[src/hw/rtl/eas_pkg.sv]
// ----------------------------------------------------------------------------
// eas_pkg
// shared constants and types of the eased animation slot engine
// ----------------------------------------------------------------------------
package eas_pkg;

    localparam int SLOT_COUNT    = 8;
    localparam int FRACTION_BITS = 16;
    localparam int MAX_RESULTS   = 8;
    localparam int SLOT_W        = (SLOT_COUNT > 1) ? $clog2(SLOT_COUNT) : 1;
    localparam int FIX_ONE       = 1 << FRACTION_BITS;
    localparam int P_W           = FRACTION_BITS + 1;

    localparam logic [1:0] KIND_UPDATE  = 2'd0;
    localparam logic [1:0] KIND_STARTED = 2'd1;
    localparam logic [1:0] KIND_FULL    = 2'd2;

    typedef struct packed {
        logic        start;
        logic [31:0] num;
        logic [31:0] den;
    } div_req_t;

endpackage

[src/hw/rtl/eased_animation_slot_engine.sv]
// ----------------------------------------------------------------------------
// eased_animation_slot_engine
// pool of animation slots with quadratic ease-in-out on each tick
// ----------------------------------------------------------------------------
// Input channel s_*: func 0 starts an animation in the lowest free slot and
// gives one result (started, or no free slot); func 1 is a tick carrying the
// current time and gives one update per active slot in slot order, the last
// one with m_last set. A tick with no active slot gives nothing.
// One item is handled at a time; s_ready is high only when the engine is idle.
// A start's result is written to the output register from the start state
// once that register is free. A tick walks every slot in slot order; an
// active unfinished slot runs the bit-serial divider (one quotient bit per
// cycle) and then two passes of the bit-serial multiplier (one bit per
// cycle); a finishing slot skips both and gives its final value.
// Results sit in one output register; while m_ready is low the engine keeps
// working, and waits with state unchanged once its next result is ready.
// Reset clears all active flags; slot contents are written on start before
// being read.
// ----------------------------------------------------------------------------
module eased_animation_slot_engine (
    input  logic               aclk,
    input  logic               aresetn,
    input  logic               s_valid,
    output logic               s_ready,
    input  logic               s_func,
    input  logic [31:0]        s_now_ms,
    input  logic [31:0]        s_duration_ms,
    input  logic signed [31:0] s_from_value,
    input  logic signed [31:0] s_to_value,
    output logic               m_valid,
    input  logic               m_ready,
    output logic [1:0]         m_kind,
    output logic [2:0]         m_slot,
    output logic signed [31:0] m_value,
    output logic               m_finished,
    output logic               m_last
);
    localparam int N  = eas_pkg::SLOT_COUNT;
    localparam int SW = eas_pkg::SLOT_W;
    localparam int PW = eas_pkg::P_W;
    localparam int F  = eas_pkg::FRACTION_BITS;
    localparam logic [PW-1:0] ONE  = PW'(eas_pkg::FIX_ONE);
    localparam logic [PW-1:0] HALF = PW'(eas_pkg::FIX_ONE >> 1);

    typedef enum logic [7:0] {
        ST_IDLE  = 8'b00000001,
        ST_START = 8'b00000010,
        ST_SCAN  = 8'b00000100,
        ST_DIV   = 8'b00001000,
        ST_SQ    = 8'b00010000,
        ST_SCALE = 8'b00100000,
        ST_OUT   = 8'b01000000,
        ST_NEXT  = 8'b10000000
    } state_t;

    state_t state_reg, state_next;

    logic [N-1:0] active_reg, active_next;
    logic [31:0]  start_mem [N];
    logic [31:0]  dur_mem   [N];
    logic [31:0]  from_mem  [N];
    logic [31:0]  to_mem    [N];

    logic [31:0]  now_reg, dur_in_reg, from_in_reg, to_in_reg;
    logic [SW:0]  idx_reg, idx_next;
    logic [3:0]   n_reg, n_next;
    logic [PW-1:0] p_reg, e_reg;
    logic         hi_reg;
    logic [31:0]  res_reg;

    logic         ov_reg, ov_next;
    logic [1:0]   kind_reg, kind_next;
    logic [2:0]   slot_reg, slot_next;
    logic [31:0]  val_reg, val_next;
    logic         fin_reg, fin_next, last_reg, last_next;

    logic [SW-1:0] idx;
    logic [31:0]  elapsed;
    logic         more_active;
    logic [SW-1:0] free_idx;
    logic         free_found;
    logic [N-1:0] above_mask;

    eas_pkg::div_req_t dreq;
    logic          ddone;
    logic [PW-1:0] dq;
    logic          mstart, mdone;
    logic signed [32:0] ma;
    logic [PW-1:0] mb;
    logic signed [63:0] mprod;
    logic signed [32:0] range;
    logic signed [63:0] scaled;

    assign idx     = idx_reg[SW-1:0];
    assign elapsed = now_reg - start_mem[idx];
    assign range   = 33'(signed'(to_mem[idx])) - 33'(signed'(from_mem[idx]));

    always_comb begin
        free_idx   = '0;
        free_found = 1'b0;
        for (int i = N - 1; i >= 0; i--) begin
            if (!active_reg[i]) begin
                free_idx   = SW'(i);
                free_found = 1'b1;
            end
        end
        for (int i = 0; i < N; i++) above_mask[i] = (i > int'(idx_reg));
    end
    // another active slot further on, once this one is handled
    assign more_active = |(active_next & above_mask);

    eas_div u_div (
        .aclk(aclk), .aresetn(aresetn), .req(dreq), .done(ddone), .quot(dq)
    );
    eas_mul u_mul (
        .aclk(aclk), .aresetn(aresetn), .start(mstart), .a(ma), .b(mb),
        .done(mdone), .prod(mprod)
    );

    assign s_ready    = (state_reg == ST_IDLE);
    assign m_valid    = ov_reg;
    assign m_kind     = kind_reg;
    assign m_slot     = slot_reg;
    assign m_value    = val_reg;
    assign m_finished = fin_reg;
    assign m_last     = last_reg;

    always_comb begin
        state_next  = state_reg;
        active_next = active_reg;
        idx_next    = idx_reg;
        n_next      = n_reg;
        ov_next     = ov_reg && !m_ready;
        kind_next   = kind_reg;
        slot_next   = slot_reg;
        val_next    = val_reg;
        fin_next    = fin_reg;
        last_next   = last_reg;
        dreq.start  = 1'b0;
        dreq.num    = elapsed;
        dreq.den    = dur_mem[idx];
        mstart      = 1'b0;
        ma          = '0;
        mb          = '0;
        scaled      = '0;
        unique case (state_reg)
            ST_IDLE: begin
                if (s_valid) begin
                    idx_next   = '0;
                    n_next     = '0;
                    state_next = s_func ? ST_SCAN : ST_START;
                end
            end
            ST_START: begin
                if (!ov_reg) begin
                    ov_next   = 1'b1;
                    fin_next  = 1'b0;
                    last_next = 1'b1;
                    if (free_found) begin
                        active_next[free_idx] = 1'b1;
                        kind_next = eas_pkg::KIND_STARTED;
                        slot_next = 3'(free_idx);
                        val_next  = from_in_reg;
                    end else begin
                        kind_next = eas_pkg::KIND_FULL;
                        slot_next = '0;
                        val_next  = '0;
                    end
                    state_next = ST_IDLE;
                end
            end
            ST_SCAN: begin
                if (idx_reg == (SW+1)'(N) || n_reg == 4'(eas_pkg::MAX_RESULTS)) begin
                    state_next = ST_IDLE;
                end else if (!active_reg[idx]) begin
                    idx_next = idx_reg + 1'b1;
                end else if (elapsed >= dur_mem[idx]) begin
                    state_next = ST_OUT;
                end else begin
                    dreq.start = 1'b1;
                    state_next = ST_DIV;
                end
            end
            ST_DIV: begin
                if (ddone) begin
                    mstart = 1'b1;
                    // square 2p or 2*ONE-2p; the doubling is folded into the shift
                    if (dq < HALF) begin
                        ma = 33'(dq);
                        mb = dq;
                    end else begin
                        ma = 33'(ONE - dq);
                        mb = ONE - dq;
                    end
                    state_next = ST_SQ;
                end
            end
            ST_SQ: begin
                if (mdone) begin
                    mstart = 1'b1;
                    ma     = range;
                    state_next = ST_SCALE;
                    if (!hi_reg) mb = PW'(mprod >>> (F - 1));
                    else         mb = ONE - PW'(mprod >>> (F - 1));
                end
            end
            ST_SCALE: begin
                if (mdone) begin
                    scaled     = mprod >>> F;
                    state_next = ST_OUT;
                end
            end
            ST_OUT: begin
                if (!ov_reg) begin
                    ov_next   = 1'b1;
                    kind_next = eas_pkg::KIND_UPDATE;
                    slot_next = 3'(idx);
                    if (elapsed >= dur_mem[idx]) begin
                        active_next[idx] = 1'b0;
                        val_next = to_mem[idx];
                        fin_next = 1'b1;
                    end else begin
                        val_next = res_reg;
                        fin_next = 1'b0;
                    end
                    n_next     = n_reg + 4'd1;
                    last_next  = !more_active ||
                                 (n_reg + 4'd1 == 4'(eas_pkg::MAX_RESULTS));
                    idx_next   = idx_reg + 1'b1;
                    state_next = ST_NEXT;
                end
            end
            ST_NEXT: begin
                state_next = last_reg ? ST_IDLE : ST_SCAN;
            end
            default: state_next = ST_IDLE;
        endcase
    end

    always_ff @(posedge aclk) begin
        if (!aresetn) begin
            state_reg  <= ST_IDLE;
            active_reg <= '0;
            ov_reg     <= 1'b0;
        end else begin
            state_reg  <= state_next;
            active_reg <= active_next;
            ov_reg     <= ov_next;
        end
        idx_reg  <= idx_next;
        n_reg    <= n_next;
        kind_reg <= kind_next;
        slot_reg <= slot_next;
        val_reg  <= val_next;
        fin_reg  <= fin_next;
        last_reg <= last_next;
        if (state_reg == ST_IDLE && s_valid) begin
            now_reg     <= s_now_ms;
            dur_in_reg  <= s_duration_ms;
            from_in_reg <= s_from_value;
            to_in_reg   <= s_to_value;
        end
        if (state_reg == ST_DIV && ddone) begin
            p_reg  <= dq;
            hi_reg <= !(dq < HALF);
        end
        if (state_reg == ST_SQ && mdone) e_reg <= mb;
        // eased value held apart from the output register, which may still wait
        if (state_reg == ST_SCALE && mdone) res_reg <= from_mem[idx] + scaled[31:0];
    end

    always_ff @(posedge aclk) begin
        if (state_reg == ST_START && !ov_reg && free_found) begin
            start_mem[free_idx] <= now_reg;
            dur_mem[free_idx]   <= dur_in_reg;
            from_mem[free_idx]  <= from_in_reg;
            to_mem[free_idx]    <= to_in_reg;
        end
    end

    a_start_one_slot: assert property (@(posedge aclk) disable iff (!aresetn)
        (state_reg == ST_START && !ov_reg && free_found)
        |=> $countones(active_reg) == $countones($past(active_reg)) + 1)
        else $error("start did not claim exactly one slot");

    a_finish_frees: assert property (@(posedge aclk) disable iff (!aresetn)
        (m_valid && m_ready && m_finished) |-> !active_reg[m_slot[SW-1:0]])
        else $error("finished slot still active");

    a_result_held: assert property (@(posedge aclk) disable iff (!aresetn)
        (m_valid && !m_ready)
        |=> m_valid && $stable({m_kind, m_slot, m_value, m_finished, m_last}))
        else $error("result changed while waiting");

    a_progress_range: assert property (@(posedge aclk) disable iff (!aresetn)
        (state_reg == ST_SCALE) |-> (p_reg < ONE && e_reg <= ONE))
        else $error("progress out of range");

endmodule

[src/hw/rtl/eas_div.sv]
// ----------------------------------------------------------------------------
// eas_div
// bit-serial restoring divider: (num << FRACTION_BITS) / den, quotient
// limited to the progress width since num < den on every use
// ----------------------------------------------------------------------------
module eas_div (
    input  logic                         aclk,
    input  logic                         aresetn,
    input  eas_pkg::div_req_t            req,
    output logic                         done,
    output logic [eas_pkg::P_W-1:0]      quot
);
    localparam int NB = 32 + eas_pkg::FRACTION_BITS;

    logic [NB-1:0] num_reg,  num_next;
    logic [32:0]   rem_reg,  rem_next;
    logic [31:0]   den_reg,  den_next;
    logic [eas_pkg::P_W-1:0] q_reg, q_next;
    logic [6:0]    cnt_reg,  cnt_next;
    logic          busy_reg, busy_next;
    logic [32:0]   trial;

    always_comb begin
        num_next  = num_reg;
        rem_next  = rem_reg;
        den_next  = den_reg;
        q_next    = q_reg;
        cnt_next  = cnt_reg;
        busy_next = busy_reg;
        trial     = {rem_reg[31:0], num_reg[NB-1]};
        if (req.start) begin
            num_next  = {req.num, {eas_pkg::FRACTION_BITS{1'b0}}};
            den_next  = req.den;
            rem_next  = '0;
            q_next    = '0;
            cnt_next  = 7'(NB);
            busy_next = 1'b1;
        end else if (busy_reg) begin
            num_next = {num_reg[NB-2:0], 1'b0};
            if (trial >= {1'b0, den_reg}) begin
                rem_next = trial - {1'b0, den_reg};
                q_next   = {q_reg[eas_pkg::P_W-2:0], 1'b1};
            end else begin
                rem_next = trial;
                q_next   = {q_reg[eas_pkg::P_W-2:0], 1'b0};
            end
            cnt_next = cnt_reg - 7'd1;
            if (cnt_reg == 7'd1) busy_next = 1'b0;
        end
    end

    always_ff @(posedge aclk) begin
        if (!aresetn) begin
            busy_reg <= 1'b0;
            cnt_reg  <= '0;
        end else begin
            busy_reg <= busy_next;
            cnt_reg  <= cnt_next;
        end
        num_reg <= num_next;
        rem_reg <= rem_next;
        den_reg <= den_next;
        q_reg   <= q_next;
    end

    assign done = busy_reg && (cnt_reg == 7'd1);
    assign quot = q_next;
endmodule

[src/hw/rtl/eas_mul.sv]
// ----------------------------------------------------------------------------
// eas_mul
// shift-add multiplier: signed a (33 bit) times unsigned b, one bit of b
// per cycle, lsb first
// ----------------------------------------------------------------------------
module eas_mul (
    input  logic                    aclk,
    input  logic                    aresetn,
    input  logic                    start,
    input  logic signed [32:0]      a,
    input  logic [eas_pkg::P_W-1:0] b,
    output logic                    done,
    output logic signed [63:0]      prod
);
    localparam int BW = eas_pkg::P_W;

    logic signed [63:0] acc_reg, acc_next;
    logic signed [63:0] a_reg,   a_next;
    logic [BW-1:0]      b_reg,   b_next;
    logic [5:0]         cnt_reg, cnt_next;
    logic               busy_reg, busy_next;

    always_comb begin
        acc_next  = acc_reg;
        a_next    = a_reg;
        b_next    = b_reg;
        cnt_next  = cnt_reg;
        busy_next = busy_reg;
        if (start) begin
            acc_next  = '0;
            a_next    = 64'(a);
            b_next    = b;
            cnt_next  = 6'(BW);
            busy_next = 1'b1;
        end else if (busy_reg) begin
            if (b_reg[0]) acc_next = acc_reg + a_reg;
            a_next   = a_reg <<< 1;
            b_next   = b_reg >> 1;
            cnt_next = cnt_reg - 6'd1;
            if (cnt_reg == 6'd1) busy_next = 1'b0;
        end
    end

    always_ff @(posedge aclk) begin
        if (!aresetn) begin
            busy_reg <= 1'b0;
            cnt_reg  <= '0;
        end else begin
            busy_reg <= busy_next;
            cnt_reg  <= cnt_next;
        end
        acc_reg <= acc_next;
        a_reg   <= a_next;
        b_reg   <= b_next;
    end

    // final step of the product, unaffected by a new start in the done cycle
    assign done = busy_reg && (cnt_reg == 6'd1);
    assign prod = b_reg[0] ? acc_reg + a_reg : acc_reg;
endmodule

[config.mk]
export PLATFORM = sky130hd
export DESIGN_NAME = eased_animation_slot_engine
export DESIGN_NICKNAME = d
export VERILOG_FILES = /design/src/hw/rtl/eas_pkg.sv /design/src/hw/rtl/eased_animation_slot_engine.sv /design/src/hw/rtl/eas_div.sv /design/src/hw/rtl/eas_mul.sv
export SDC_FILE = /design/constraint.sdc
export NUM_CORES = 2
export LEC_CHECK = 0
export BUFFER_PORTS_ARGS = -buffer_cell sky130_fd_sc_hd__buf_2
export CAP_MARGIN = 20
export CORE_MARGIN = 1
export CORE_UTILIZATION = 57
export DETAILED_ROUTE_END_ITERATION = 16
export GPL_ROUTABILITY_DRIVEN = 1
export PLACE_DENSITY = 0.77
export SETUP_SLACK_MARGIN = 0.2
export SKIP_CTS_REPAIR_TIMING = 1
export SYNTH_ARGS = -nofsm -noshare
export SYNTH_HDL_FRONTEND = slang
export SYNTH_SLANG_ARGS = --single-unit
[constraint.sdc]
create_clock -name aclk -period 12.3 [get_ports aclk]
set_input_delay 0.615 -clock aclk [delete_from_list [all_inputs] [get_ports aclk]]
set_output_delay 0.615 -clock aclk [all_outputs]
set_load 0.02 [all_outputs]
Word-level counts from Yosys, hierarchy flattened:

Memories as Yosys holds them, arrays and structs flattened. A register that Yosys moved wholly into a read port is not among the register bits.
Cells that the tools add are included.

* register bits after elaboration: 498
* RAM bits: 1024
* input port bits: 133
* logic and storage cells: 230
* memories: 4

* $add $sub $neg: 12
* magnitude comparators: 14
* equal/unequal tests: 22
* multiplexer cells: 113
* bitwise gates (word level): 5
* reductions and logical operators: 30

Memory list
* dur_mem: depth 8, width 32, read ports 1, clocked after memory_dff 1, wr ports 1, RTL line eased_animation_slot_engine.sv:60 `logic [31:0] dur_mem [N];`
* from_mem: depth 8, width 32, read ports 1, clocked after memory_dff 1, wr ports 1, RTL line eased_animation_slot_engine.sv:61 `logic [31:0] from_mem [N];`
* start_mem: depth 8, width 32, read ports 1, clocked after memory_dff 1, wr ports 1, RTL line eased_animation_slot_engine.sv:59 `logic [31:0] start_mem [N];`
* to_mem: depth 8, width 32, read ports 1, clocked after memory_dff 1, wr ports 1, RTL line eased_animation_slot_engine.sv:62 `logic [31:0] to_mem [N];`

Operators with widths (number)
* 32-bit 2-to-1 mux: 7
* 64-bit 2-to-1 mux: 3
* 17-bit 2-to-1 mux: 8
* 33-bit 2-to-1 mux: 3
* 48-bit 2-to-1 mux: 2
* 8-bit 2-to-1 mux: 12
* 33-bit one-hot mux with 2 select lines: 1
* 64-bit adder: 1
* 32-bit one-hot mux with 2 select lines: 1
* 8-bit one-hot mux with 8 select lines: 1
* 32-bit subtractor: 2
* 3-bit 2-to-1 mux: 17
* 17-bit one-hot mux with 2 select lines: 1
* 17-bit subtractor, first input constant: 2
* 33-bit by 32-bit greater-or-equal comparator with 1-bit output: 1
* 1-bit 2-to-1 mux: 33
* 32-bit by 32-bit subtractor with 33-bit output: 1
* 32-bit adder: 1
* 32-bit greater-or-equal comparator: 1
* 4-bit 2-to-1 mux: 5
* 17-bit by 17-bit subtractor with 18-bit output, first input constant: 1
* 17-bit by 16-bit < comparator with 1-bit output, second input constant: 1
* 8-bit AND: 2
* 3-bit by 4-bit > comparator with 1-bit output, first input constant: 4
* 46 further kinds: 85

Depth between registers and ports, before layout:

* depth after elaboration: 22
* depth in mapped cells: 41
* mapped depth without buffers: 36

Hierarchy:

Synthesis repeated with hierarchy kept, for this count alone.

* cells, all modules: 4788
* area, all modules: 70387.5 sq um

By module, submodules not included
* eased_animation_slot_engine: times used 1, cells an instance 2986, area an instance 53213.5 sq um
* eas_mul: times used 1, cells an instance 1144, area an instance 10473.8 sq um
* eas_div: times used 1, cells an instance 658, area an instance 6700.2 sq um

Least setup slack after synthesis:

No wires, ideal clock.

* path kind: register -> register
* start point: reg state_reg[7]
* end point: reg last_reg (netlist: m_last) (data pin)
* setup time: 0.287 ns
* arrival time: 12.545 ns
* data required time: 12.013 ns
* setup slack: -0.532 ns
* cell stages (with the launch flop): 11
* path buffers: 0
* period minus slack after synthesis: 12.832 ns
* path through: dfxtp_1 -> or2_2 -> or3_1 -> nor3_1 -> nand3b_1 -> nor2_1 -> nand3_1 -> nor3b_1 -> o31ai_1 -> a41oi_1 -> o311ai_0

* longest elaborated chain between the ends: 8
* elaborated cells on any way between the ends: 9

RTL lines
* from (decl): RTL line eased_animation_slot_engine.sv:56 `state_t state_reg, state_next;`
* from (signal assigned): RTL line eased_animation_slot_engine.sv:246 `state_reg <= state_next;`
* 8-bit by 7-bit == test with 1-bit output or 8-bit by 2-bit == test with 1-bit output (tied branches): RTL line eased_animation_slot_engine.sv:146 `unique case (state_reg)`
* 8-bit one-hot mux with 2 select lines: RTL line eased_animation_slot_engine.sv:146
* 8-bit AND: RTL line eased_animation_slot_engine.sv:110 `assign more_active = |(active_next & above_mask);`
* 8-bit OR reduction: RTL line eased_animation_slot_engine.sv:110
* 1-bit logical NOT: RTL line eased_animation_slot_engine.sv:227 `last_next = !more_active ||`
* 1-bit logical OR: RTL line eased_animation_slot_engine.sv:227
* 1-bit 2-to-1 mux: RTL line eased_animation_slot_engine.sv:214 `if (!ov_reg) begin`
* 1-bit one-hot mux with 2 select lines *: RTL line eased_animation_slot_engine.sv:146
* to (signal assigned): RTL line eased_animation_slot_engine.sv:256 `last_reg <= last_next;`
* to (decl): RTL line eased_animation_slot_engine.sv:75 `logic fin_reg, fin_next, last_reg, last_next;`

Every way passes the cells marked *; elsewhere a longest branch is shown, timed or not. The select of a mux whose other input is x is not followed.
A chain may end at the register's enable or synchronous reset.

==> results.yml <==
status:
  status: "finished clean"
finish:
  fin_nets: 4955
  n_fill_cell: 7843
  final_layout_size_suffix_gt1_share_pct: 16.84
  antennaDiodeCount: 0
  area_growth_syn_to_layout_pct: 11.17
synthesis:
  synth_compound_area_share_pct: 7.644
  synth.avg_cell_area_um2: 15.11
  synth_xor_area_share_pct: 2.378
  syn-cell-area_mm2: 0.06652
  synthCells: 4401
  yosys.area.top_type: "edfxtp_1"
  synth_flop_cell: "edfxtp_1"
  syn-num-nets: 4755
  synthMuxAreaShare_pct: 12.10
  synth_edf_count: 1361
  yosys_register_bits: 1493
  ys_types: 96
  synth_area_leaders: "edfxtp_1, mux4_2, ha_1, dfxtp_1, mux2i_1"
  synth_top_family_by_area: "multiplexers"
  yosys-top-cells-count: "edfxtp_1, nand2_1, nor2_1, mux4_2, a21oi_1"
  synth_warnings: 0
  yosysMostFrequentCell: "edfxtp_1"
  async_reset_ff_share_pct: 0
  synthAdderAreaFrac_pct: 4.213
  seq_area_frac_synth_pct: 65.41
  synth_top_cell_area_share_pct: 61.44
  synthSimpleGateAreaFrac_pct: 6.266
worst_hold_path:
  hold_path.class: "in2reg"
  min-delay-start: "s_duration_ms[8]"
clock_tree:
  clk_latency_ns: 0.75
  cts_tree: "yes"
  clkTransAtPathRegs_ns: 0.07
  root_buffer: "clkbuf_16"
  cts.sinks: 1493
  cts_buffers: 147
  cts_htree_levels: 4
  cts_buffer_depth: 3
sta:
  fin_crit_sh_pct: 72.59
  setup-violations-final: 0
  whs_ns: 0.03485
  fin_skew_ns: 0.02715
  finalSetupTns_ns: 0
  fmax_mhz: 112.0
  slew_headroom_pct: 27.32
  hold_viol: 0
  final.min_clock_period_ns: 8.929
  worstMarginPinSlew_ns: 1.090
  rsz0062_at_grt: "no"
  drv_slew: 0
route:
  drtAntennaViolNets: 0
  avgRoutedWirePerCell_um: 25.52
  drt-initial-drc-count: 4952
  drcViolationCount: 0
  totalWireLength_um: 159000
  vias: 39400
  vias_per_cell: 6.321
  dr.pass1.iters: 8
worst_setup_path:
  startpoint_type: "flip-flop"
  slowest_stage: "buf_4"
  end_kind: "flip-flop"
  critPathArrivalTime_ns: 9.41
  critPathKind: "reg2reg"
  crit_fanout: 81
  crit_top_cell: "a21o_1"
  crit_required_ns: 12.78
  slowest_delay_ns: 0.80
power_and_ir_drop:
  cellLeakagePower_uw: 0.02627
  vdd_ir_drop_max_mv: 0.3386
  power_density_mw_per_mm2: 215.9
placement:
  dpl.hpwl_um: 96600
  io_buffers: 173
  gp_congestion: 0.9038
global_routing:
  grt-ovfl-total: 0
  grt_max_degree: 130
  grt_pass1_vias: 38200
  grt_pass1_wl_um: 236700
  antenna_found_initial: 3
  track_usage_pct: 27.00
floorplan:
  start_util_pct: 57.86
  num_rows: 124
  die_area_mm2: 0.1181
  core_region_area_mm2: 0.1150
  ios: 174
  die_h_um: 343.6
  die-width_um: 343.6
run:
  maxCapViolCount: 0
-- area by class of cell --
| type | instances | area (um^2) | area share [%] |
|---|---|---|---|
| Clock buffer | 206 | 4151 | 5.614 |
| Clock inverter | 63 | 624.3 | 0.8443 |
| Inverter | 172 | 653.1 | 0.8832 |
| Multi-Input combinational cell | 2560 | 21770 | 29.44 |
| Sequential cell | 1493 | 43530 | 58.86 |
| Tap cell | 1512 | 1892 | 2.558 |
| Timing Repair Buffer | 227 | 1334 | 1.804 |
-- critical path: cells and delay by family (launching register included) --
| family | cells | cell delay [ns] |
|---|---|---|
| and+or+nand+nor | 5 | 1.01 |
| DFF | 1 | 0.67 |
| adders and majority gates | 3 | 0.60 |
| xor gates and xnor gates | 2 | 0.34 |
| AOI/OAI and AO/OA | 18 | 3.21 |
| buffers and inverters | 4 | 1.84 |
| muxes | 2 | 0.88 |
-- final timing paths --
| kind | endpoint | slack [ns] | depth (start not counted) |
|---|---|---|---|
| worst max-delay path | u_mul.a_reg[9]$_DFFE_PP_ | 3.37 | 34 |
| worst min register to register | u_mul.acc_reg[11]$_SDFFE_PP0P_ | 0.46 | 2 |
| worst min-delay path | dur_in_reg[8]$_DFFE_PP_ | 0.03 | 1 |
| worst max register to register | u_mul.a_reg[9]$_DFFE_PP_ | 3.37 | 34 |
-- routing by layer --
layer | part of all wire, % | GRT usage [%]
met1 | 42 | 40.11
met2 | 45 | 40.48
met3 | 10 | 5.852
met4 | 2.3 | 7.593
met5 | 0 | 0
-- per-stage QoR --
| stage | setup slack, ns | power [uW] | utilization (%) | std cells | cell area (um^2) |
|---|---|---|---|---|---|
| after floorplan | 0.5226 | 9993 | - | 4401 | 66520 |
| after global placement | 3.600 | 11350 | 60.16 | 5962 | 69160 |
| after detailed placement | 3.435 | 11460 | 60.16 | 5962 | 69160 |
| after CTS | 3.341 | 15940 | 64.31 | 6231 | 73940 |
| after global routing | 2.542 | 16620 | 64.32 | 6233 | 73950 |
| final | 3.371 | 15970 | 64.32 | 6233 | 73950 |
-- cells by family (layout without fill, tap and decap cells) --
kind of cell               Yosys count  count (layout)
xor gates and xnor gates           179             179
adders and majority gates          221             221
AOI/OAI and AO/OA                  779             779
DFF                               1493            1493
buffers and inverters              348             668
and+or+nand+nor                    906             906
muxes                              475             475
-- power breakdown --
part | internal, uW | switching (uW) | leakage [uW]
registers | 6050 | 374 | 0.0134
clock network | 2560 | 1900 | 0.00232
logic | 2110 | 2970 | 0.0106
-- placed cells by master (no fill, tap or decap), types with 121 or more instances in the layout --
master,n
nand2_1,294
dfxtp_1,128
mux2i_1,170
xnor2_1,121
a21oi_1,244
o21ai_0,131
mux4_2,258
buf_2,173
clkbuf_16,156
inv_1,166
nor2_1,266
edfxtp_1,1361
ha_1,216
Power figures use the tool's default switching activity.
